[src/rtl/psfp_pkg.sv]
// Shared types and constants for the particle sensor frame parser.
// No dependencies; used by psfp_core and particle_sensor_frame_parser.
package psfp_pkg;

	localparam int unsigned FRAME_BYTES_DEF = 32;
	localparam int unsigned IDX_W = 6;

	localparam logic [7:0] START_BYTE  = 8'h42;
	localparam logic [7:0] SECOND_BYTE = 8'h4D;
	localparam logic [IDX_W-1:0] PM_HIGH_POS = IDX_W'(12);
	localparam logic [IDX_W-1:0] PM_LOW_POS  = IDX_W'(13);

	typedef enum logic [1:0] {
		ST_VALID    = 2'd0,
		ST_BAD_HDR  = 2'd1,
		ST_BAD_SUM  = 2'd2
	} psfp_status_t;

	typedef struct packed {
		logic         valid;
		logic [15:0]  value;
		psfp_status_t status;
	} psfp_result_t;

endpackage

[src/rtl/psfp_core.sv]
// Frame tracking state and result logic for the particle sensor frame parser.
// Depends on psfp_pkg.
module psfp_core #(
	parameter int unsigned FRAME_BYTES = psfp_pkg::FRAME_BYTES_DEF
) (
	input  logic                 clk,
	input  logic                 arst_n,
	input  logic                 step,
	input  logic [7:0]           data,
	output psfp_pkg::psfp_result_t res
);
	import psfp_pkg::*;

	localparam logic [IDX_W-1:0] CHECK_HIGH_POS = IDX_W'(FRAME_BYTES - 2);
	localparam logic [IDX_W-1:0] LAST_POS       = IDX_W'(FRAME_BYTES - 1);

	logic             in_frame_q;
	logic [IDX_W-1:0] idx_q;
	logic [15:0]      sum_q;
	logic             header_good_q;
	logic [15:0]      pm_q;
	logic [7:0]       chk_hi_q;

	logic [15:0] stored;
	logic        last;

	assign last   = in_frame_q && (idx_q >= LAST_POS);
	assign stored = {chk_hi_q, data};

	always_comb begin
		res.valid  = step && last;
		res.value  = 16'd0;
		res.status = ST_VALID;
		if (!header_good_q) begin
			res.status = ST_BAD_HDR;
		end else if (stored != sum_q) begin
			res.status = ST_BAD_SUM;
		end else begin
			res.value = pm_q;
		end
	end

	always_ff @(posedge clk or negedge arst_n) begin
		if (!arst_n) begin
			in_frame_q    <= 1'b0;
			idx_q         <= '0;
			sum_q         <= '0;
			header_good_q <= 1'b0;
			pm_q          <= '0;
			chk_hi_q      <= '0;
		end else if (step) begin
			if (!in_frame_q) begin
				if (data == START_BYTE) begin
					in_frame_q    <= 1'b1;
					idx_q         <= IDX_W'(1);
					sum_q         <= {8'd0, data};
					header_good_q <= 1'b0;
					pm_q          <= '0;
					chk_hi_q      <= '0;
				end
			end else begin
				if (idx_q == IDX_W'(1))
					header_good_q <= (data == SECOND_BYTE);
				if (idx_q < CHECK_HIGH_POS)
					sum_q <= sum_q + {8'd0, data};
				if (idx_q == PM_HIGH_POS)
					pm_q[15:8] <= data;
				if (idx_q == PM_LOW_POS)
					pm_q[7:0] <= data;
				if (idx_q == CHECK_HIGH_POS)
					chk_hi_q <= data;
				if (last) begin
					in_frame_q <= 1'b0;
					idx_q      <= '0;
				end else begin
					idx_q <= idx_q + IDX_W'(1);
				end
			end
		end
	end

endmodule

[src/rtl/particle_sensor_frame_parser.sv]
// Particle sensor frame parser: an accepted byte passes the input register, then the result register, to its result.
// Throughput one byte per cycle; the input register and the result register
// decouple the two channels, so a waiting result does not stall byte intake
// until both stages are full.
// arst_n clears the frame state and both valid flags; the parser then waits for 0x42.
// Depends on psfp_pkg and psfp_core.
module particle_sensor_frame_parser #(
	parameter int unsigned FRAME_BYTES = psfp_pkg::FRAME_BYTES_DEF
) (
	input  logic        clk,
	input  logic        arst_n,
	input  logic        in_valid,
	output logic        in_ready,
	input  logic [7:0]  rx_byte,
	output logic        out_valid,
	input  logic        out_ready,
	output logic [15:0] pm25_value,
	output logic [1:0]  frame_status
);
	import psfp_pkg::*;

	logic         valid_s1;
	logic [7:0]   byte_s1;
	logic         adv_s1;
	logic         step;
	psfp_result_t res;
	logic         out_valid_q;
	logic [15:0]  value_q;
	psfp_status_t status_q;

	assign adv_s1   = !out_valid_q || out_ready;
	assign in_ready = !valid_s1 || adv_s1;
	assign step     = valid_s1 && adv_s1;

	always_ff @(posedge clk or negedge arst_n) begin
		if (!arst_n) begin
			valid_s1 <= 1'b0;
		end else if (in_ready) begin
			valid_s1 <= in_valid;
		end
	end

	always_ff @(posedge clk) begin
		if (in_valid && in_ready)
			byte_s1 <= rx_byte;
	end

	psfp_core #(
		.FRAME_BYTES(FRAME_BYTES)
	) u_core (
		.clk   (clk),
		.arst_n(arst_n),
		.step  (step),
		.data  (byte_s1),
		.res   (res)
	);

	always_ff @(posedge clk or negedge arst_n) begin
		if (!arst_n) begin
			out_valid_q <= 1'b0;
		end else if (adv_s1) begin
			out_valid_q <= res.valid;
		end
	end

	always_ff @(posedge clk) begin
		if (res.valid) begin
			value_q  <= res.value;
			status_q <= res.status;
		end
	end

	assign out_valid    = out_valid_q;
	assign pm25_value   = value_q;
	assign frame_status = status_q;

	a_status_code: assert property (@(posedge clk) disable iff (!arst_n)
		out_valid |-> (frame_status == ST_VALID || frame_status == ST_BAD_HDR ||
			frame_status == ST_BAD_SUM))
		else $error("frame status out of range");

	a_zero_on_error: assert property (@(posedge clk) disable iff (!arst_n)
		out_valid && frame_status != ST_VALID |-> pm25_value == 16'd0)
		else $error("nonzero value on bad frame");

	a_ready_when_empty: assert property (@(posedge clk) disable iff (!arst_n)
		!valid_s1 |-> in_ready)
		else $error("input stalled with empty stage");

	a_result_source: assert property (@(posedge clk) disable iff (!arst_n)
		$rose(out_valid) |-> $past(valid_s1))
		else $error("result without a request in stage 1");

endmodule
[config.mk]
export PLATFORM = sky130hd
export DESIGN_NAME = particle_sensor_frame_parser
export DESIGN_NICKNAME = d
export VERILOG_FILES = /design/src/rtl/psfp_pkg.sv /design/src/rtl/psfp_core.sv /design/src/rtl/particle_sensor_frame_parser.sv
export SDC_FILE = /design/constraint.sdc
export NUM_CORES = 1
export LEC_CHECK = 0
export ABC_AREA = 0
export BUFFER_PORTS_ARGS = -buffer_cell sky130_fd_sc_hd__buf_2
export CORE_ASPECT_RATIO = 2
export CORE_MARGIN = 4
export CORE_UTILIZATION = 53
export CTS_BUF_LIST = sky130_fd_sc_hd__clkbuf_4 sky130_fd_sc_hd__clkbuf_8 sky130_fd_sc_hd__clkbuf_16
export CTS_CLUSTER_SIZE = 16
export DETAILED_ROUTE_END_ITERATION = 8
export PLACE_DENSITY = 0.8
export SLEW_MARGIN = 10
export SYNTH_ARGS = -nofsm -noshare
export SYNTH_HDL_FRONTEND = slang
export SYNTH_SLANG_ARGS = --single-unit
[constraint.sdc]
create_clock -name clk -period 3 [get_ports clk]
set_input_delay 0.45 -clock clk [delete_from_list [all_inputs] [get_ports clk]]
set_output_delay 0.45 -clock clk [all_outputs]
set_load 0.05 [all_outputs]
Yosys cells after proc, flatten, opt, wreduce, memory -nomap -nowiden
Cells that the tools add are included.
- register bits after elaboration: 76
- input port bits: 12
- output and inout bits: 20
- logic and storage cells: 65
- $add $sub $neg: 2
- magnitude comparators: 2
- eq/ne operators: 12
- mux-type cells: 20
- bitwise operators: 1
- reduce and logical (&&, ||, !) cells: 16
- operator list (operator ; count):
    $mux 16 ; 5
    $mux 8 ; 5
    $mux 6 ; 3
    $add 16x8->16 ; 1
    $eq 8x7->1 const B ; 2
    $ne 16x16->1 ; 1
    $reduce_and 3->1 ; 5
    $eq 6x4->1 const B ; 2
    $ne 2x2->1 const B ; 5
    $add 6x1->6 const B ; 1
    $eq 6x1->1 const B ; 1
    $eq 6x5->1 const B ; 1
    $ge 6x5->1 const B ; 1
    $lt 6x5->1 const B ; 1
    $mux 1 ; 6
    $logic_and 1x1->1 ; 4
    $logic_not 1->1 ; 2
    $logic_or 1x1->1 ; 2
    $mux 2 ; 1
    $reduce_and 2->1 ; 1
    $reduce_bool 2->1 ; 1
    $reduce_or 2->1 ; 1
    $not 1->1 ; 1

Depth between registers and ports, before layout
- word-level depth: 4
- mapped depth: 8
- gate-level depth less buffers: 7

Modules after synthesis
From an unflattened synthesis, not the netlist that was laid out.
- cell total of the unflattened synthesis: 329
- area, all modules: 3589.7 um2
- by module, submodules not included (module ; instances ; cells each ; area an instance (um2)):
    psfp_core ; 1 ; 295 ; 2705.1
    particle_sensor_frame_parser ; 1 ; 34 ; 884.6

Worst setup path after synthesis
OpenSTA, ideal clock, no wires.
- path type: flip-flop to flip-flop
- start: register out_valid_q, in the netlist out_valid
- end: register status_q[0], in the netlist frame_status[0] (enable)
- setup time: 392 ps
- arrival time: 2179 ps
- data required time: 2608 ps
- setup slack: 429 ps
- stages on the path, launching flop included: 7
- path buffers: 2
- period minus slack after synthesis: 2571 ps
- cells stage by stage: dfrtp_1 nand2b_1 and2_1 clkbuf_1 clkbuf_1 nand2_1 nor2_1
- RTL lines (item ; RTL line ; RTL):
    start, declared ; particle_sensor_frame_parser.sv:27 ; logic out_valid_q;
    start signal, assigned ; particle_sensor_frame_parser.sv:62 ; out_valid_q <= res.valid;
    end signal, assigned ; particle_sensor_frame_parser.sv:69 ; status_q <= res.status;
    end, declared ; particle_sensor_frame_parser.sv:29 ; psfp_status_t status_q;

Worst setup path after layout
- start: register byte_s1[0]
- end: register u_core.sum_q[12]
- longest elaborated chain between the ends: 3
- elaborated cells on any way between the ends: 6
- RTL lines (item ; RTL line ; RTL):
    start, declared ; particle_sensor_frame_parser.sv:23 ; logic [7:0] byte_s1;
    start signal, assigned ; particle_sensor_frame_parser.sv:45 ; byte_s1 <= rx_byte;
    $add 16x8->16 or $eq 8x7->1 (tied branches) ; psfp_core.sv:65, psfp_core.sv:53 ;
    $mux 16 or $reduce_bool 2->1 (tied branches) ; n/a ;
    $mux 16 or $reduce_and 3->1 (tied branches) ; n/a ;
    end signal, assigned ; psfp_core.sv:56 ; sum_q <= {8'd0, data};
    end signal, assigned ; psfp_core.sv:65 ; sum_q <= sum_q + {8'd0, data};
    end, declared ; psfp_core.sv:19 ; logic [15:0] sum_q;
Several ways; a longest one is shown, not always the timed one. The select of a mux whose other input is x is not followed.
A chain may end at the register's enable or synchronous reset.

==> results.toml <==
[final_layout]
nNetsFinal = 394
multi_input_area_mm2 = 0.001514
area_delta_synth_final_pct = 16.10
num_antenna_cells = 0
layout_common_cells = "50 x dfrtp_1, 46 x nand2_1, 41 x o21ai_0"
finish.utilization = 0.6325
fillers = 525
final_cells = 462
regArea_mm2 = 0.002032
drive_above_1_share = 0.1738
final_common_cell = "dfrtp_1"

[worst_setup_path]
crit_fanout = 5
crit_required_ns = 3.26
crit_start = "byte_s1[0]"
start_kind = "flop"
r2r-start = "byte_s1[0]"
worstSetupEndpointType = "flop"
cp.arrival_ns = 2.61
worstRegToRegCells = 7
reg2reg_slack_ns = 0.65
r2r_end = "u_core.sum_q[12]"
path_class = "reg -> reg"

[global_routing]
grt_util_all_layers = 0.2015
grt_overflow = 0
antenna_found_initial = 0
grt_pass1_vias = 2627
grt_pass1_wl_mm = 12.43
grt_max_degree = 28

[clock_tree]
clockBufferDepth = 2
cts-resized-gates = 0
numClockSinks = 76
hold_buffers = 0
cts_made_buffers = 9
cts_setup_buffers = 0
clock_latency_ns = 0.34
cts_tree = "done"
htreeDepth = 3
clk_pin_slew_ns = 0.06
cts-root-buf = "clkbuf_16"

[placement]
port_buffers = 31
place_congestion = 0.9078
detailed_place_hpwl_mm = 5.685
placed_cells = 446

[route]
avgViaCountPerCell = 5.712
routed_wl_mm = 7.522
wire_per_inst_um = 16.28
first_pass_iters = 5
ant_nets = 0
drc_errors = 0
num_vias = 2639
drtIter0Drc = 128

[power]
vdd_drop_max_mv = 0.4397
p_sw_frac = 0.3088
design_power_total_mw = 3.277
p_clk_frac = 0.352
power.internal_mw = 2.265
seqPwrFrac = 0.414
total_leakage_power_nw = 1.764
p_sw_mw = 1.012
p_comb_frac = 0.234
pwr_density_cell_mw_per_mm2 = 776.2

[synthesis]
syn_inst = 334
yosys.area_share.simple = 0.1800
synthDistinctLibCells = 51
seq_area_frac_synth = 0.5588
yosys_warnings = 0
synthAdderAreaFrac = 0.04680
syn_area_per_cell_um2 = 10.89
synth_fp_nets = 359
synth_compound_area_frac = 0.1325
synth_flop_cell = "dfrtp_1"
synth_seq_cells = 76
async_flop_share = 0.6579
synth_mux_area_frac = 0.02581
synth_top_family_by_area = "simple AND/OR/NAND/NOR gates"
synthXorXnorAreaFrac = 0.03131
synth-edff-count = 26
synthesis.area_mm2 = 0.003636

[timing]
hold_ws_ns = 0.1260
fmax_mhz = 425.0
setup_tns_ns = 0
relSlewSlack = 0.4662
rsz0062_at_grt = "no"
layout_min_cycle_time_ns = 2.353
setup_viol_count_final = 0
skew_ns = 0.008603
drv_slew = 0
finalCritPeriodShare = 0.7843
worst_slew_pin_slew_ns = 0.7954
hold_violations = 0

[floorplan]
die_h_um = 125.1
rows = 42
dieArea_mm2 = 0.008330
core_mm2 = 0.006674
initial_core_util = 0.5448
io-pin-count = 32
die_w_um = 66.57

[outcome]
status = "complete, no violations"

[run]
max-cap-violations = 0

[worst_hold_path]
hp-class = "in -> async"
## registers in the layout (all words and copies together), names as in the netlist, 2 cells and up
register         count
pm25_value          16
byte_s1              8
frame_status         2
u_core.pm_q         16
u_core.chk_hi_q      8
u_core.idx_q         6
u_core.sum_q        16
## worst max-delay path, cell delays in order (launching register included)
cell      delay [ns]
edfxtp_1        0.45
ha_1            0.28
fa_1            0.42
a21o_1          0.23
a221oi_1        0.37
nor2_1          0.14
a31o_2          0.26
a21oi_1         0.13
## routing by layer
| metal | routed length (µm) | vias to the layer above | global-route usage | share of wire |
|---|---|---|---|---|
| met4 | 268 | 0 | 0.1281 | 0.036 |
| met1 | 2673 | 1262 | 0.2121 | 0.36 |
| met2 | 4266 | 68 | 0.3536 | 0.57 |
| li1 | - | 1289 | - | - |
| met5 | 0 | - | 0 | 0 |
| met3 | 312 | 20 | 0.03501 | 0.041 |
## logic make-up after synthesis
logic type,count (synthesis)
muxes,9
and+or+nand+nor,123
xor gates and xnor gates,13
buffers and inverters,22
AOI/OAI and AO/OA,78
adders and majority gates,13
DFF,76
## stage by stage
| step | cell area (µm²) | setup slack, ns |
|---|---|---|
| floorplan | 3636 | 0.4286 |
| global placement | 3897 | 0.6855 |
| detailed placement | 3897 | 0.6533 |
| CTS | 4222 | 0.6446 |
| global route | 4222 | 0.4947 |
| finish | 4222 | 0.6470 |
## cell type report
| cell class | count | share of cell area |
|---|---|---|
| flip-flops and latches | 76 | 0.4813 |
| multi-input cells | 236 | 0.3586 |
| clock buffers | 9 | 0.05335 |
| repair buffers | 39 | 0.05098 |
| well taps | 88 | 0.02608 |
| clock inverters | 7 | 0.02341 |
| inverters | 7 | 0.006224 |
## power by group through the flow
stage | clock, mW | combinational [mW] | sequential (mW)
5_1_grt | 1.23 | 0.862 | 1.38
4_1_cts | 1.17 | 0.767 | 1.35
6_report | 1.15 | 0.767 | 1.36
3_5_place_dp | 0 | 0.762 | 1.37
2_1_floorplan | 0 | 0.609 | 1.30
3_3_place_gp | 0 | 0.736 | 1.36
## synthesized netlist by cell type, drive strengths merged, types with 2 or more instances
| cell | instances | area [µm²] |
|---|---|---|
| or4b | 2 | 27.53 |
| o22ai | 2 | 12.51 |
| nand3 | 7 | 35.03 |
| nand2 | 47 | 178.9 |
| inv | 7 | 26.28 |
| or4 | 3 | 22.52 |
| a21oi | 10 | 50.05 |
| nor4 | 4 | 25.02 |
| a221oi | 2 | 17.52 |
| or3 | 3 | 18.77 |
| dfrtp | 50 | 1251 |
| nand4 | 5 | 31.28 |
| nand2b | 5 | 31.28 |
| o31ai | 4 | 30.03 |
| ha | 12 | 150.1 |
| and3 | 19 | 118.9 |
| xnor2 | 10 | 87.58 |
| mux2 | 3 | 33.78 |
| clkbuf | 14 | 52.55 |
| edfxtp | 26 | 780.8 |
| mux2i | 6 | 60.06 |
| nor4b | 2 | 17.52 |
| nor3 | 3 | 20.02 |
| a41oi | 2 | 17.52 |
| a21o | 4 | 30.03 |
| xor2 | 3 | 26.28 |
| and2 | 4 | 25.02 |
| nor2 | 12 | 45.04 |
| o21ai | 43 | 215.2 |
| o21bai | 2 | 15.01 |
## worst max path at each step
stage | to | slack [ns] | depth (start not counted)
after floorplan | frame_status[0] | 0.43 | 6
after global placement | u_core.sum_q[14] | 0.69 | 5
after detailed placement | u_core.sum_q[14] | 0.65 | 5
after CTS | u_core.sum_q[14] | 0.64 | 5
after global routing | u_core.sum_q[12] | 0.49 | 7
final | u_core.sum_q[12] | 0.65 | 7
(Power assumes the default switching activity.)
